--- config.mk ---
export PLATFORM = sky130hd
export DESIGN_NAME = psum_queue
export DESIGN_NICKNAME = d
export VERILOG_FILES = /design/src/hw/rtl/psum_pkg.sv /design/src/hw/rtl/psum_queue.sv
export SDC_FILE = /design/constraint.sdc
export NUM_CORES = 1
export LEC_CHECK = 0
export ABC_CLOCK_PERIOD_IN_PS = 3800
export BUFFER_PORTS_ARGS = -buffer_cell sky130_fd_sc_hd__buf_2
export CORE_UTILIZATION = 52
export CTS_BUF_LIST = sky130_fd_sc_hd__clkbuf_16
export DETAILED_ROUTE_END_ITERATION = 16
export GPL_TIMING_DRIVEN = 0
export PLACE_DENSITY = 0.83
export REMOVE_ABC_BUFFERS = 1
export SLEW_MARGIN = 0
export SYNTH_ARGS = -nofsm -noshare
export SYNTH_HDL_FRONTEND = slang
export SYNTH_SLANG_ARGS = --single-unit
--- constraint.sdc ---
create_clock -name clk -period 3.8 [get_ports clk]
set_input_delay 0.19 -clock clk [delete_from_list [all_inputs] [get_ports clk]]
set_output_delay 0.19 -clock clk [all_outputs]
set_load 0.02 [all_outputs]
--- src/hw/rtl/psum_pkg.sv ---
`timescale 1ns / 1ps
`default_nettype none
// ----------------------------------------------------------------------------
// Prefix sum tree package
// Shared constants, operation codes and command/status types.
// ----------------------------------------------------------------------------
package psum_pkg;

    localparam int MAX_ENTRIES = 1024;
    localparam int IDX_W       = $clog2(MAX_ENTRIES);
    localparam int CFG_W       = 11;
    localparam int WPOS_W      = IDX_W + 2;
    localparam int DATA_W      = 32;
    localparam int IN_DATA_W   = 48;
    localparam int QDEPTH      = 2;
    localparam int QPTR_W      = $clog2(QDEPTH);

    localparam logic FUNC_ADD   = 1'b0;
    localparam logic FUNC_QUERY = 1'b1;

    typedef struct packed {
        logic              func;
        logic [WPOS_W-1:0] start_pos;
        logic [DATA_W-1:0] delta;
        logic [CFG_W-1:0]  size;
    } cmd_t;

    typedef struct packed {
        logic clearing;
        logic busy;
    } psum_status_t;

endpackage : psum_pkg
`default_nettype wire

--- src/hw/rtl/psum_queue.sv ---
`timescale 1ns / 1ps
`default_nettype none
// ----------------------------------------------------------------------------
// Prefix sum tree command queue
// A short first-in first-out store between the front and back ends.
// ----------------------------------------------------------------------------
module psum_queue (
    input  wire             clk,
    input  wire             rst_n,
    input  wire             in_valid,
    output logic            in_ready,
    input  psum_pkg::cmd_t  in_cmd,
    output logic            out_valid,
    input  wire             out_ready,
    output psum_pkg::cmd_t  out_cmd
);
    import psum_pkg::*;

    cmd_t              slot_reg [QDEPTH];
    logic [QPTR_W-1:0] wr_ptr_reg;
    logic [QPTR_W-1:0] wr_ptr_next;
    logic [QPTR_W-1:0] rd_ptr_reg;
    logic [QPTR_W-1:0] rd_ptr_next;
    logic [QPTR_W:0]   count_reg;
    logic [QPTR_W:0]   count_next;
    logic              push;
    logic              pop;

    assign in_ready  = count_reg != (QPTR_W+1)'(QDEPTH);
    assign out_valid = count_reg != '0;
    assign out_cmd   = slot_reg[rd_ptr_reg];
    assign push      = in_valid && in_ready;
    assign pop       = out_valid && out_ready;

    always_comb
    begin
        wr_ptr_next = push ? wr_ptr_reg + QPTR_W'(1) : wr_ptr_reg;
        rd_ptr_next = pop ? rd_ptr_reg + QPTR_W'(1) : rd_ptr_reg;
        count_next  = count_reg;
        if (push && !pop)
        begin
            count_next = count_reg + (QPTR_W+1)'(1);
        end
        else if (pop && !push)
        begin
            count_next = count_reg - (QPTR_W+1)'(1);
        end
    end

    always_ff @(posedge clk or negedge rst_n)
    begin
        if (!rst_n)
        begin
            wr_ptr_reg <= '0;
            rd_ptr_reg <= '0;
            count_reg  <= '0;
        end
        else
        begin
            wr_ptr_reg <= wr_ptr_next;
            rd_ptr_reg <= rd_ptr_next;
            count_reg  <= count_next;
        end
    end

    always_ff @(posedge clk)
    begin
        if (push)
        begin
            slot_reg[wr_ptr_reg] <= in_cmd;
        end
    end

endmodule : psum_queue
`default_nettype wire

# --- Yosys cells after proc, flatten, opt, wreduce, memory -nomap -nowiden ---
# Memory sizes are Yosys's and may differ from the RTL's.
# Index checks and enable logic that the tools add are counted.
op_classes:
  n_addsub: 4
  reduce_logical: 8
  eq_ne: 1
  n_mux: 4
op_table:
  columns: ["op", "count"]
  rows:
  - ["logical AND 1 bit", 4]
  - ["two-way mux 2 bit", 2]
  - ["nonzero test 2 bit", 2]
  - ["adder 1 bit (second input constant)", 2]
  - ["adder 2 x 1 -> 2 bit (second input constant)", 1]
  - ["zero test 1 bit", 2]
  - ["two-way mux 1 bit", 2]
  - ["inequality test 2 bit (second input constant)", 1]
  - ["subtractor 2 x 1 -> 2 bit (second input constant)", 1]
totals:
  memories: 1
  register_bits: 4
  word_cells: 21
  ramBits: 112
mem_list:
  columns: ["memory", "words", "word_bits", "read_ports", "rd_clocked_by_memory_dff", "wr", "line_no", "rtl"]
  rows:
  - ["slot_reg", 2, 56, 1, 0, 1, "psum_queue.sv:19", "cmd_t slot_reg [QDEPTH];"]

# --- Logic depth before layout (Yosys ltp) ---
logic_depth:
  depth_word: 6
  ltp_mapped: 7
  ltp_nobuf: 7

# --- Worst setup path before layout ---
# Ideal clock, no wire load.
synth_path:
  kind: "reg2reg"
  from: "register count_reg[0]"
  to: "memory slot_reg[0][0] (netlist bit), enable pin"
  t_required_ps: 3330
  setup_time_ps: 470
  n_path_buf: 0
  synth_period_minus_slack_ps: 3615
  arrival_time_ps: 3145
  slack_ps: 185
  stages_incl_launch_ff: 4
  path_cell_list: "dfrtp_1 -> nand2b_1 -> nand2_1 -> nor2_1"
synth_via:
  elab_chain_cells: 4
synth_lines:
  columns: ["item", "line_no", "rtl"]
  rows:
  - ["start, declared", "psum_queue.sv:24", "logic [QPTR_W:0] count_reg;"]
  - ["start signal, assigned", "psum_queue.sv:62", "count_reg <= count_next;"]
  - ["inequality test 2 bit", "psum_queue.sv:29", "assign in_ready = count_reg != (QPTR_W+1)'(QDEPTH);"]
  - ["via in_ready", "psum_queue.sv:11", "output logic in_ready,"]
  - ["logical AND 1 bit", "psum_queue.sv:32", "assign push = in_valid && in_ready;"]
  - ["two-way mux 1 bit", "psum_queue.sv:68", "if (push)"]
  - ["two-way mux 1 bit (not written as such)", "psum_queue.sv:70", "slot_reg[wr_ptr_reg] <= in_cmd;"]
  - ["end, declared", "psum_queue.sv:19", null]
# The timed path passes the listed nets, and every way through them passes these cells.

==> reports/metrics.cfg <==
[run_status]
status = completed

[route]
num_vias = 2430
drt-total-wl_mm = 7.72
drc = 0
dr.pass1.iters = 4
postRouteAntennaNets = 0
wl_per_cell_um = 15.5
vias_per_cell = 4.87
initialDrtViolationCount = 53

[yosys]
synth_cell_type_count = 15
synth_area_leader_cell = edfxtp_1
synth.cell_area_um2 = 4360
synth_cells = 192
synth_seq_cells = 116
synth.most_common_cell = edfxtp_1
yosys-top-cells-area = edfxtp_1, mux2_4, mux2_2
syn_area_per_cell_um2 = 22.7
synth_seq_area_share_pct = 79.5
yosys_warnings = 0
ys_async_sr_fraction_pct = 3.45
synth_edf_count = 112
synthFlopType = edfxtp_1
yosys-top-cells-count = edfxtp_1, mux2_4, mux2_2
synth_top_area_share_pct = 77.2

[sta]
setup_viol = 0
finalCritPeriodShare_pct = 59.6
slew_headroom_pct = 36.9
fin_ws_ns = 1.53
finClkSkew_ns = 0.00706
final-max-slew-violation-count = 0
post-route-min-period_ns = 2.27
max_freq_mhz = 441
fin_hold_ws_ns = 0.0980
final.setup.tns_ns = 0
hold_viol_final = 0
worst_pin_slew_ns = 0.947
rsz0062_at_grt = no

[power]
power_density_nw_per_um2 = 798
swShare_pct = 30.3
seq_power_share_pct = 39.7
leakage_nw = 2.49
p_int_mw = 3.47
fin_total_pwr_mw = 4.97
p_comb_share_pct = 29.0
p_clk_share_pct = 31.3
ir_drop_uv = 481
switchingPower_mw = 1.51

[grt]
grt_pass1_vias = 2531
grt_pass1_wl_mm = 11.5
gr-total-overflow = 0
grt_max_degree = 58
grt_use_total_pct = 18.4
antenna_found_initial = 0

[clock_network]
worstSkewPairLatency_ns = 0.40
h-tree-depth = 4
cts-root-buf = clkbuf_16
cts_hold_repair.buffers = 57
clkTransAtPathRegs_ns = 0.05
post_cts_buffers = 0
cts_resized = 0
clock_tree.buffer_depth = 2
cts_made_buffers = 17
cts.sinks = 116
cts_tree = yes

[critical_path]
required_ns = 3.61
crit_type = flop to primary output
cp_max_fo = 57
worstSetupStartpointType = flop
worstPathArrival_ns = 2.08
crit_path_end_kind = primary output

[cells_and_area]
multi_input_area_um2 = 842
drive_gt1_share_pct = 52.8
largest_register_ffs = 112
seq_area_um2 = 3470
diodes = 0
nFillCells = 469
fin_nets = 442
area_delta_synth_final_pct = 43.1

[place]
place_congestion = 0.648
post-dp-hpwl_mm = 4.28
dpl_worst_slack_ns = 1.79
port_buffers = 117

[floorplan]
core_area_um2 = 8180
fp.dieH_um = 93.5
pin_count = 118
fp.dieW_um = 93.5
start_util_pct = 53.3
placementRows = 33
dieArea_um2 = 8750

[worst_hold_path]
hold_class = primary input to flop

[job]
cap_viol_max_count = 0

## critical path, cell delays in order, from the launching register on
cell and delay [ns]:
dfrtp_4 1.01, mux2_2 0.42, buf_2 0.17
## routing by layer
layer  vias to the layer above  part of all wire [%]  GRT usage (%)
met5                         -                     0              0
met2                        95                    54           32.5
met4                         0                   1.7           9.74
li1                       1143                     -              -
met3                        14                   6.2           6.50
met1                      1178                    38           18.9
## area by class of cell
cell class	count	area share [%]
clock inverter	15	2.67
clock buffer	17	6.83
sequential	116	55.6
multi-input combinational	69	13.5
inverter	1	0.0602
tap	105	2.11
timing repair buffer	176	19.2
## metrics by stage
step           utilization, %  instance area, um^2  instances
2_1_floorplan               -                 4300        186
3_3_place_gp             61.4                 5020        408
3_5_place_dp             62.0                 5070        410
4_1_cts                  76.2                 6230        499
5_1_grt                  76.2                 6230        499
6_report                 76.2                 6230        499
## path summary, 6_finish.rpt
path	startpoint	to	slack, ns	cells past startpoint
setup / recovery	rd_ptr_reg$_DFFE_PN0P_	out_cmd[53]	1.53	2
hold / removal	out_ready	rd_ptr_reg$_DFFE_PN0P_	0.1	3
setup reg to reg	count_reg[0]$_DFFE_PN0P_	slot_reg[0][45]$_DFFE_PP_	1.85	4
hold reg to reg	count_reg[1]$_DFFE_PN0P_	count_reg[1]$_DFFE_PN0P_	0.50	1
max in group asynchronous	rst_n	rd_ptr_reg$_DFFE_PN0P_	3.51	2
min in group asynchronous	rst_n	count_reg[0]$_DFFE_PN0P_	0.15	2
## power groups by stage
stage | registers, mW | logic, mW | clock network, mW
floorplan | 1.95 | 1.02 | 0
global placement | 2.01 | 1.40 | 0
detailed placement | 2.00 | 1.40 | 0
CTS | 1.98 | 1.45 | 1.58
global route | 2.01 | 1.53 | 1.64
finish | 1.98 | 1.44 | 1.56
## placed cells by master, fill, tap and decap left out, drive strengths merged, types with 3 or more instances in the layout
master and n:
buf 119, edfxtp 112, dlygate4sd3 57, mux2 56
clkbuf 17, clkinv 9, dfrtp 4, xnor2 3
bufinv 3
## cells by family (layout without fill, tap and decap cells)
family | after synthesis | after routing | share of synthesized area (%)
XOR/XNOR | 5 | 5 | 1.01
adder cells (fa/ha/maj) | 1 | 1 | 0.287
buffers and inverters | 7 | 209 | 1.35
flip-flops | 116 | 116 | 79.5
multiplexers | 56 | 56 | 17.1
AND/OR/NAND/NOR | 7 | 7 | 0.776
Power figures use the tool's default switching activity.
