[src/hw/rtl/psum_pkg.sv]
`timescale 1ns / 1ps
`default_nettype none
// ----------------------------------------------------------------------------
// Prefix sum tree package
// Shared constants, operation codes and command/status types.
// ----------------------------------------------------------------------------
package psum_pkg;

    localparam int MAX_ENTRIES = 1024;
    localparam int IDX_W       = $clog2(MAX_ENTRIES);
    localparam int CFG_W       = 11;
    localparam int WPOS_W      = IDX_W + 2;
    localparam int DATA_W      = 32;
    localparam int IN_DATA_W   = 48;
    localparam int QDEPTH      = 2;
    localparam int QPTR_W      = $clog2(QDEPTH);

    localparam logic FUNC_ADD   = 1'b0;
    localparam logic FUNC_QUERY = 1'b1;

    typedef struct packed {
        logic              func;
        logic [WPOS_W-1:0] start_pos;
        logic [DATA_W-1:0] delta;
        logic [CFG_W-1:0]  size;
    } cmd_t;

    typedef struct packed {
        logic clearing;
        logic busy;
    } psum_status_t;

endpackage : psum_pkg
`default_nettype wire

[src/hw/rtl/psum_front.sv]
`timescale 1ns / 1ps
`default_nettype none
// ----------------------------------------------------------------------------
// Prefix sum tree front end
// Holds the size register, accepts items, drops out-of-range updates and
// turns the rest into walk commands.
// ----------------------------------------------------------------------------
module psum_front (
    input  wire                        clk,
    input  wire                        rst_n,
    input  wire                        cfg_valid,
    output logic                       cfg_ready,
    input  wire [psum_pkg::CFG_W-1:0]  cfg_data,
    input  wire                        s_tvalid,
    output logic                       s_tready,
    input  wire [psum_pkg::IN_DATA_W-1:0] s_tdata,
    input  wire [0:0]                  s_tuser,
    input  wire                        clearing,
    output logic                       cmd_valid,
    input  wire                        cmd_ready,
    output psum_pkg::cmd_t             cmd
);
    import psum_pkg::*;

    logic [CFG_W-1:0] entries_reg;
    logic [CFG_W-1:0] entries_next;
    logic [CFG_W-1:0] active_size;
    logic [IDX_W-1:0] index;
    logic [DATA_W-1:0] delta;
    logic             func;
    logic             in_range;
    logic             keep;

    assign cfg_ready = 1'b1;

    always_comb
    begin
        entries_next = entries_reg;
        if (cfg_valid && cfg_ready)
        begin
            entries_next = cfg_data;
        end
    end

    always_ff @(posedge clk or negedge rst_n)
    begin
        if (!rst_n)
        begin
            entries_reg <= CFG_W'(MAX_ENTRIES);
        end
        else
        begin
            entries_reg <= entries_next;
        end
    end

    assign active_size = (entries_reg > CFG_W'(MAX_ENTRIES)) ? CFG_W'(MAX_ENTRIES)
                                                               : entries_reg;
    assign func     = s_tuser[0];
    assign index    = s_tdata[IDX_W-1:0];
    assign delta    = s_tdata[IDX_W +: DATA_W];
    assign in_range = CFG_W'(index) < active_size;
    assign keep     = (func == FUNC_QUERY) || in_range;

    assign s_tready  = cmd_ready && !clearing;
    assign cmd_valid = s_tvalid && s_tready && keep;

    always_comb
    begin
        cmd.func      = func;
        cmd.delta     = delta;
        cmd.size      = active_size;
        cmd.start_pos = in_range ? (WPOS_W'(index) + WPOS_W'(1)) : '0;
    end

endmodule : psum_front
`default_nettype wire

[config.mk]
export PLATFORM = sky130hd
export DESIGN_NAME = psum_front
export DESIGN_NICKNAME = d
export VERILOG_FILES = /design/src/hw/rtl/psum_pkg.sv /design/src/hw/rtl/psum_front.sv
export SDC_FILE = /design/constraint.sdc
export NUM_CORES = 1
export LEC_CHECK = 0
export BUFFER_PORTS_ARGS = -buffer_cell sky130_fd_sc_hd__buf_2
export CAP_MARGIN = 10
export CORE_UTILIZATION = 38
export CTS_CLUSTER_DIAMETER = 150
export DETAILED_ROUTE_END_ITERATION = 6
export HOLD_SLACK_MARGIN = 0.06
export PLACE_DENSITY = 0.86
export SLEW_MARGIN = 20
export SYNTH_ARGS = -nofsm -noshare
export SYNTH_HDL_FRONTEND = slang
export SYNTH_SLANG_ARGS = --single-unit
[constraint.sdc]
create_clock -name clk -period 5.08 [get_ports clk]
set_clock_uncertainty 0.1 [all_clocks]
set_input_delay 1.016 -clock clk [delete_from_list [all_inputs] [get_ports clk]]
set_output_delay 1.016 -clock clk [all_outputs]
set_load 0.02 [all_outputs]
After elaboration in Yosys (flattened, before gate mapping)
Index checks and enable logic that the tools add are counted.
{ "word_totals": {"ff_bits": 11, "latchBits": 0, "ramBits": 0, "rom_bits": 0, "input_bits": 66, "word_cells": 11, "memories": 0} }
{ "op_classes": {"add_sub_neg": 1, "mul": 0, "div_mod_pow": 0, "magnitude_cmp": 2, "n_eq_ne": 0, "n_shift": 0, "muxes": 2, "n_bitwise": 0, "n_reduce_logical": 5} }
{ "op_table": {"columns": ["op", "count"], "rows": [
  ["12-bit two-way mux", 1],
  ["10-bit by 1-bit adder with 11-bit output (second input constant)", 1],
  ["11-bit greater-than comparator (second input constant)", 1],
  ["10-bit by 11-bit less-than comparator with 1-bit output", 1],
  ["11-bit two-way mux", 1],
  ["1-bit logical AND", 3],
  ["1-bit zero test", 1],
  ["1-bit logical OR", 1]
]} }

Depth between registers and ports, before layout
Gate-level depths: netlist (run 1).
{ "depth": {"ltp_word": 5, "ltp_mapped": 9, "mapped_depth_nobuf": 7} }

Least setup slack after synthesis (run 1)
OpenSTA, ideal clock, no wires.
{ "synth_timing": {"path_type": "in2out", "from": "input port s_tdata[8] (netlist bit)", "to": "output port cmd[45] (netlist bit)", "arrival_ps": 2202, "slack_ps": 1762, "stages": 6, "n_path_buf": 1, "path_cell_list": "ha_1 a21o_1 a21oi_1 a31oi_2 buf_4 nor2_1"} }
{ "synth_rtl": {"columns": ["element", "line", "rtl"], "rows": [
  ["start: declaration", "psum_front.sv:16", "input wire [psum_pkg::IN_DATA_W-1:0] s_tdata,"],
  ["end: declaration", "psum_front.sv:21", "output psum_pkg::cmd_t cmd"]
]} }

==> run_results.csv, run 1 <==
group,metric,value,unit
status,status,"finished with violations",
status,violations,"design-rule violations",
cells_and_area,stdcell_area,1235,um2
floorplan,die_width,57.99,um
clocking,cts_max_path_buffers,2,
drt,drt_wl_total,2533,um
pwr,pwr-share-seq,36.5,%
place,gp_congestion,0.6880,
floorplan,pin_count,125,
sta,rsz0062_at_grt,"false",
clocking,clock_latency,0.26,ns
floorplan,chipHeight,57.99,um
global_routing,grt_start_max_net_pins,14,
worst_setup_path,worstPathBufferInverterCount,2,
drt,post_drt_wl_per_cell,13.55,um
clocking,numCtsBuffers,3,
synth,synth_compound_area_share,5.252,%
global_routing,grt_pass1_wl,3960,um
global_routing,antenna_found_initial,0,
synth,synth_top_family_by_area,"buffers and inverters",
worst_setup_path,crit_path_frequent_cell,"buf_2",
floorplan,start_util,41.75,%
synth,ys_warn_count,0,
cells_and_area,num-nets-final,233,
worst_setup_path,crit_required,3.96,ns
clocking,clockRootBuffer,"clkbuf_4",
pwr,power,0.2844,mW
synth,ys_ff_latch,11,
synth,synth_xor_area_share,5.882,%
place,io_buffers,52,
sta,setup_viol,0,
clocking,hold_buffers,0,
sta,min_period,3.752,ns
pwr,ir_drop,0.0001459,V
pwr,switching_power,0.1069,mW
worst_setup_path,crit_type,"input pin to output port",
worst_setup_path,crit_path_top_delay_cell,"a31oi_2",
worst_setup_path,worst_path_largest_cell_delay,0.51,ns
floorplan,core-area,2853,um2
pwr,p_leak,0.6771,nW
global_routing,overflow,0,
clocking,cts_sinks,11,
synth,ys_seq_area_share,23.21,%
sta,hold_violations,0,
drt,wl_met1,981,um
cells_and_area,diodes,0,
synth,ys_types,24,
worst_setup_path,critPathMaxFanout,12,
cells_and_area,drive_above_1_share,44.23,%
synth,synthMuxAreaShare,10.40,%
sta,drv_slew,0,
synth,synth_area_per_cell,8.569,um2
cells_and_area,layout_commonest_cell,"buf_2",
pwr,power.share.clock,20.8,%
pwr,power.internal,0.1775,mW
clocking,clk_pin_slew,0.07,ns
sta,max_freq,0.2665,GHz
drt,firstDrtPassIters,7,
drt,routed.top_layer,"met4",
synth,syn_inst,139,
clocking,h-tree-depth,1,
min_path,hp-class,"flop to flop",
pwr,power_density,230.3,nW/um2
cells_and_area,largest_reg_flops,11,
pwr,power_frac_comb,42.7,%
floorplan,die_area,3362,um2
cells_and_area,syn2layout_area_growth,3.676,%
drt,vias,910,
cells_and_area,final_cell_mix,"52 x buf_2, 11 x nand2b_1, 11 x mux2_2",
drt,avgViaCountPerCell,4.866,
global_routing,grt_pass1_vias,909,
job,max_cap_violations,0,
pwr,swShare,37.59,%
drt,wl_met2,1311,um
drt,wl_met3,222,um
sta,finalCritPeriodShare,73.87,%
sta,fin_setup_tns,0,ns
sta,slew_headroom,62.40,%
cells_and_area,num-fill-cells,318,
global_routing,grtUsageTotal,15.33,%
drt,ant_nets,0,
drt,first_iter_violations,22,
worst_setup_path,path_cells,"buf_2 -> ha_1 -> nand4_1 -> a211o_1 -> a31oi_2 -> nor2_1 -> buf_2",
clocking,postCtsSetupBuffers,0,
synth,synth_area,1191,um2
floorplan,placementRows,19,
sta,tightest_slew,0.5622,ns
synth,synth.net_count,215,
place,place_area,1209,um2
drt,drc,9,
synth,synthAdderAreaFrac,10.50,%
worst_setup_path,crit_family,"compound AO/OA/AOI/OAI gates",
clocking,cts_tree,"done",
worst_setup_path,end_kind,"output port",
worst_setup_path,cp-start-kind,"input pin",
clocking,post_cts_resized,0,
synth,yosys.area_share.simple,17.33,%
worst_setup_path,cp.arrival,2.64,ns
[layer usage]
| metal | up-vias | track usage (%) |
|---|---|---|
| li1 | 445 | - |
| met1 | 402 | 16.97 |
| met2 | 59 | 27.75 |
| met3 | 4 | 2.902 |
| met4 | 0 | 7.823 |
| met5 | - | 0 |
[power by group through the flow]
stage | Sequential (mW) | Combinational, mW | Clock [mW]
4_1_cts | 0.104 | 0.123 | 0.0613
3_5_place_dp | 0.106 | 0.123 | 0
3_3_place_gp | 0.105 | 0.120 | 0
2_1_floorplan | 0.102 | 0.121 | 0
6_report | 0.104 | 0.121 | 0.0591
5_1_grt | 0.106 | 0.134 | 0.0641
[layout make-up]
type / instances / area [um2] / area share (%)
Timing Repair Buffer: 52 / 260.3 / 21.07
Tap cell: 31 / 38.79 / 3.141
Multi-Input combinational cell: 79 / 595.6 / 48.23
Clock buffer: 4 / 26.28 / 2.128
Inverter: 10 / 37.54 / 3.040
Sequential cell: 11 / 276.5 / 22.39
[Yosys cell counts]
master	n	area share, %
dfrtp_1	10	21
xor2_1	3	2.2
nand2b_1	11	5.8
nand3_1	6	2.5
mux2_2	11	10
nor2b_1	4	2.1
a211o_1	1	0.74
inv_1	10	3.2
a21oi_2	1	0.74
and4_1	2	1.5
nand2_1	4	1.3
o21ai_0	1	0.42
xnor2_1	5	3.7
a21o_1	1	0.63
nand4_1	1	0.53
buf_4	36	23
conb_1	2	0.63
dfstp_2	1	2.2
nor2_1	10	3.2
a31oi_2	1	1.1
and3_1	1	0.53
clkbuf_1	3	0.95
a21oi_1	4	1.7
ha_1	10	11
[worst paths after layout]
path / start / to / slack, ns / depth (start not counted)
worst max-delay path: s_tdata[6] / cmd[47] / 1.33 / 7
worst min-delay path: entries_reg[1] / entries_reg[1] / 0.41 / 1
worst max register to register: entries_reg[10] / entries_reg[10] / 4.10 / 1
worst min register to register: entries_reg[1] / entries_reg[1] / 0.41 / 1
max in group asynchronous: rst_n / entries_reg[10] / 4.11 / 1
min in group asynchronous: rst_n / entries_reg[3] / 0.51 / 1
[kinds of logic after synthesis]
kind of cell               count (synthesis)
buffers and inverters                     49
and+or+nand+nor                           39
muxes                                     11
DFF                                       11
adders and majority gates                 10
AOI/OAI and AO/OA                          9
xor gates and xnor gates                   8
other                                      2
[through the flow]
step | hold WS, ns | setup WS [ns] | util, % | instances
final | 0.4128 | 1.328 | 43.29 | 187
after global routing | 0.4260 | 1.199 | 43.29 | 187
after CTS | 0.4141 | 1.299 | 43.29 | 187
after floorplan | 0.3818 | 1.762 | - | 139
after global placement | 0.3915 | 1.302 | 42.37 | 183
after detailed placement | 0.3988 | 1.306 | 42.37 | 183
Note: power is estimated with default switching activity, not from simulation.
==> inputs of run 2 (changes only) <==
- CORE_UTILIZATION: 38 -> 35
- PLACE_DENSITY: 0.86 -> 0.8
- clock period: 5.08 -> 3.85 ns (I/O delays scaled with it)
==> run 2 against run 1 <==
  * The run now ends clean
  * Count of clock-buffer cells in the layout stayed put
  * Cell count is 7.0% higher
  * Combinational power is 31% higher
  * Power is 31% higher
  * Critical path depth stayed put
  * Register-to-register slack worse by 1.2 ns
  * Die area is 8.3% higher
  * Global-route usage is 1.6 points lower
  * Via count is 1.4% lower
  * Critical path type is now flop to output port
==> run_results.csv, run 2 (same netlist as run 1, synthesis figures left out) <==
group,metric,value,unit
cells_and_area,final-seq-area,276.5,um2
cells_and_area,num-fill-cells,329,
cells_and_area,final_cell_mix,"52 x buf_2, 11 x nand2b_1, 11 x mux2_2",
worst_setup_path,path_cells,"nand2b_1 -> ha_1 -> nand4_1 -> a211o_1 -> a31oi_2 -> nor2_1 -> buf_2",
worst_setup_path,r2r-end,"entries_reg[10]",
global_routing,grt_pass1_vias,858,
clocking,cts_sinks,11,
global_routing,overflow,0,
sta,setup_viol,0,
sta,fin_hold_ws,0.2576,ns
worst_setup_path,cp.arrival,2.38,ns
drt,post_drt_wl_per_cell,11.74,um
clocking,postCtsSetupBuffers,0,
place,dpl.hpwl,2107,um
worst_setup_path,cp-start-kind,"flop",
clocking,cts_max_path_buffers,2,
worst_setup_path,crit_path_top_delay_cell,"dfstp_2",
cells_and_area,num-nets-final,233,
drt,vias,897,
floorplan,die_area,3640,um2
clocking,h-tree-depth,1,
drt,avgViaCountPerCell,4.485,
clocking,clockRootBuffer,"clkbuf_4",
cells_and_area,layout_commonest_cell,"buf_2",
sta,tightest_slew,0.5453,ns
worst_setup_path,rrSetupSlack,2.88,ns
global_routing,grt_start_max_net_pins,14,
drt,firstDrtPassIters,2,
cells_and_area,largest_reg_flops,11,
worst_setup_path,crit_type,"flop to output port",
job,max_cap_violations,0,
worst_setup_path,worstReg2RegStart,"entries_reg[10]",
cells_and_area,drive_above_1_share,44.23,%
clocking,numCtsBuffers,3,
global_routing,grtUsageTotal,13.72,%
min_path,hp-class,"input pin to asynchronous set/reset pin",
pwr,power_density,297.8,nW/um2
clocking,cts_tree,"done",
clocking,hold_buffers,0,
global_routing,grt_pass1_wl,3663,um
worst_setup_path,r2r.worst_path.cells,1,
clocking,post_cts_resized,0,
drt,ant_nets,0,
clocking,clock_latency,0.26,ns
sta,rsz0062_at_grt,"false",
sta,max_freq,0.3074,GHz
cells_and_area,syn2layout_area_growth,5.042,%
worst_setup_path,end_kind,"output port",
floorplan,chipHeight,60.34,um
drt,first_iter_violations,13,
sta,fin_setup_tns,0,ns
floorplan,placementRows,20,
worst_setup_path,critPathMaxFanout,13,
drt,drc,0,
cells_and_area,diodes,0,
drt,drt_wl_total,2348,um
sta,drv_slew,0,
sta,finalCritPeriodShare,84.51,%
sta,hold_violations,0,
status,status,"complete, no violations",
worst_setup_path,worstPathBufferInverterCount,1,
floorplan,pin_count,125,
floorplan,die_width,60.34,um
worst_setup_path,worst_path_largest_cell_delay,0.64,ns
global_routing,antenna_found_initial,0,
sta,slew_headroom,63.53,%
floorplan,core-area,3128,um2
sta,min_period,3.254,ns
cells_and_area,multiInputGateArea,595.6,um2
pwr,p_leak,0.6771,nW
worst_setup_path,crit_family,"compound AO/OA/AOI/OAI gates",
floorplan,start_util,38.08,%
place,io_buffers,52,
clocking,clk_pin_slew,0.07,ns
worst_setup_path,crit_required,2.98,ns
pwr,ir_drop,0.0001969,V
place,gp_congestion,0.6928,
## run 2: cell counts in the layout (fill, tap and decap cells not counted)
No cell type changed its count.
## run 2: metrics by stage
step                utilization (%)  setup slack, ns  power, mW  cell area [um2]  cells
floorplan                         -           0.9772     0.2951             1191    139
global placement              39.16           0.6043     0.2966             1225    196
detailed placement            39.16           0.5901     0.3010             1225    196
CTS                           40.00           0.5522     0.3799             1251    200
global route                  40.00           0.3880     0.4026             1251    200
finish                        40.00           0.5965     0.3726             1251    200
## run 2: final cells by class
class                      count  share of cell area [%]
tap                           44                   4.400
timing repair buffer          52                   20.80
clock buffer                   4                   2.100
sequential                    11                   22.10
multi-input combinational     79                   47.60
inverter                      10                   3.000
## run 2: how the worst max path moves through the flow
stage | start | endpoint | slack [ns] | cells after the start
after floorplan | entries_reg[10] | cmd[45] | 0.98 | 8
after global placement | s_tdata[6] | cmd[50] | 0.60 | 7
after detailed placement | s_tdata[6] | cmd[52] | 0.59 | 7
after CTS | entries_reg[10] | cmd[52] | 0.55 | 7
after global routing | entries_reg[10] | cmd[52] | 0.39 | 7
final | entries_reg[10] | cmd[52] | 0.60 | 7
## run 2: routing by layer
metal	routed length (um)	vias to the layer above	share of wire, %	track usage, %
li1	-	449	-	-
met1	915	385	39	14.59
met2	1156	53	49	25.27
met3	200	10	8.5	2.132
met4	75	0	3.2	8.306
met5	0	-	0	0
## run 2: power by group
part | internal, mW | switching (mW) | total [mW]
logic | 0.0662 | 0.0929 | 0.159
registers | 0.128 | 0.00905 | 0.137
clock network | 0.0401 | 0.0363 | 0.0764
total | 0.234 | 0.138 | 0.373
==> inputs of run 3 (changes only) <==
- clock period: 3.85 -> 3.3 ns (I/O delays scaled with it)
==> run 3 against run 2 <==
  * Worst hold slack worse by 0.12 ns
  * Count of clock-buffer cells in the layout is 1 lower
  * Sequential power is 17% higher
  * Critical path type unchanged
  * Largest cell class unchanged
  * Highest routed layer unchanged
==> run_results.csv, run 3 (same netlist as run 1, synthesis figures left out) <==
group,metric,value,unit
pwr,power,0.4404,mW
global_routing,grtUsageTotal,13.77,%
floorplan,core-area,3128,um2
worst_setup_path,worstReg2RegStart,"entries_reg[10]",
drt,avgViaCountPerCell,4.612,
cells_and_area,final_cell_mix,"52 x buf_2, 11 x nand2b_1, 11 x mux2_2",
cells_and_area,final_util,40.28,%
drt,post_drt_wl_per_cell,12.09,um
sta,worst_slack,0.2985,ns
cells_and_area,stdcell_area,1260,um2
worst_setup_path,r2r.worst_path.cells,1,
worst_setup_path,r2r-end,"entries_reg[10]",
pwr,power_density,349.5,nW/um2
place,dpl.hpwl,2149,um
floorplan,pin_count,125,
status,status,"complete, no violations",
drt,drt_wl_total,2430,um
place,gp_congestion,0.6943,
place,post-place-ws,0.4565,ns
sta,fin_hold_ws,0.1394,ns
global_routing,grt_util_met1,13.82,%
global_routing,grt_pass1_vias,867,
cells_and_area,multiInputGateArea,595.6,um2
global_routing,grt_start_max_net_pins,14,
floorplan,start_util,38.08,%
global_routing,gr-max-usage-layer,"met2",
clocking,cts_tree,"done",
cells_and_area,syn2layout_area_growth,5.777,%
cells_and_area,num-fill-cells,342,
drt,vias,927,
global_routing,grtUsageMet3,1.919,%
pwr,switching_power,0.1665,mW
worst_setup_path,rrSetupSlack,2.31,ns
floorplan,placementRows,20,
cells_and_area,fin_cells,201,
clocking,clockRootBuffer,"clkbuf_4",
clocking,clk_pin_slew,0.07,ns
clocking,clock_latency,0.27,ns
drt,drc,0,
cells_and_area,diodes,0,
global_routing,antenna_found_initial,0,
clocking,cts_max_path_buffers,2,
floorplan,die_area,3640,um2
worst_setup_path,crit_required,2.54,ns
worst_setup_path,critPathMaxFanout,13,
worst_setup_path,cp.arrival,2.24,ns
cells_and_area,layout_commonest_cell,"buf_2",
sta,setup_viol,0,
global_routing,overflow,0,
pwr,pwr-share-seq,36.3,%
global_routing,grt_pass1_wl,3691,um
floorplan,die_width,60.34,um
drt,firstDrtPassIters,4,
sta,fin_setup_tns,0,ns
pwr,power_frac_comb,42.9,%
place,dp_cells,197,
cells_and_area,num-nets-final,234,
global_routing,gr-usage-met2,26.06,%
worst_setup_path,end_kind,"output port",
sta,min_period,3.001,ns
place,place_area,1232,um2
cells_and_area,final-seq-area,276.5,um2
worst_setup_path,crit_type,"flop to output port",
sta,hold_violations,0,
place,io_buffers,52,
clocking,h-tree-depth,1,
drt,first_iter_violations,17,
pwr,ir_drop,0.0002258,V
pwr,power.internal,0.2738,mW
drt,ant_nets,0,
clocking,post_cts_resized,0,
job,max_cap_violations,0,
sta,max_freq,0.3332,GHz
clocking,cts_sinks,11,
pwr,power.share.clock,20.8,%
worst_setup_path,cp-start-kind,"flop",
sta,finalCritPeriodShare,90.95,%
cells_and_area,largest_reg_flops,11,
cells_and_area,drive_above_1_share,45.22,%
clocking,postCtsSetupBuffers,0,
pwr,swShare,37.81,%
min_path,hp-class,"input pin to asynchronous set/reset pin",
floorplan,chipHeight,60.34,um
pwr,p_leak,0.6849,nW
clocking,hold_buffers,0,
clocking,numCtsBuffers,3,
sta,drv_slew,0,
sta,rsz0062_at_grt,"false",
==> run 3: metal layers <==
metal / up-vias / wire (um) / part of all wire (%)
met5: - / 0 / 0
met4: 0 / 96 / 4.0
met3: 13 / 183 / 7.5
met2: 54 / 1227 / 50
met1: 408 / 923 / 38
li1: 452 / - / -
==> run 3: worst max-delay path by stage <==
| stage | startpoint | end | slack [ns] | depth (start not counted) |
|---|---|---|---|---|
| 2_1_floorplan | entries_reg[10] | cmd[45] | 0.54 | 8 |
| 3_3_place_gp | s_tdata[6] | cmd_valid | 0.47 | 8 |
| 3_5_place_dp | s_tdata[6] | cmd_valid | 0.46 | 8 |
| 4_1_cts | entries_reg[10] | cmd_valid | 0.27 | 8 |
| 5_1_grt | entries_reg[10] | cmd_valid | 0.12 | 8 |
| 6_report | entries_reg[10] | cmd_valid | 0.30 | 8 |
==> run 3: area by class of cell <==
type	instances	share of cell area, %
well taps	44	4.369
flip-flops and latches	11	21.95
repair buffers	53	21.25
multi-input cells	79	47.27
clock inverters	1	0.3972
clock buffers	3	1.787
inverters	10	2.979
==> run 3: worst max-delay path, cell delays in order (launching register included) <==
cell,delay [ns]
dfstp_2,0.65
nand2b_1,0.16
ha_1,0.24
a21o_1,0.16
a21oi_1,0.18
a31oi_2,0.10
buf_4,0.18
a21oi_2,0.13
buf_2,0.17
==> run 3: power by group through the flow <==
stage	sequential [mW]	clock [mW]	combinational (mW)
global placement	0.162	0	0.187
floorplan	0.157	0	0.187
CTS	0.161	0.0960	0.192
detailed placement	0.163	0	0.192
finish	0.160	0.0917	0.189
global route	0.163	0.101	0.209
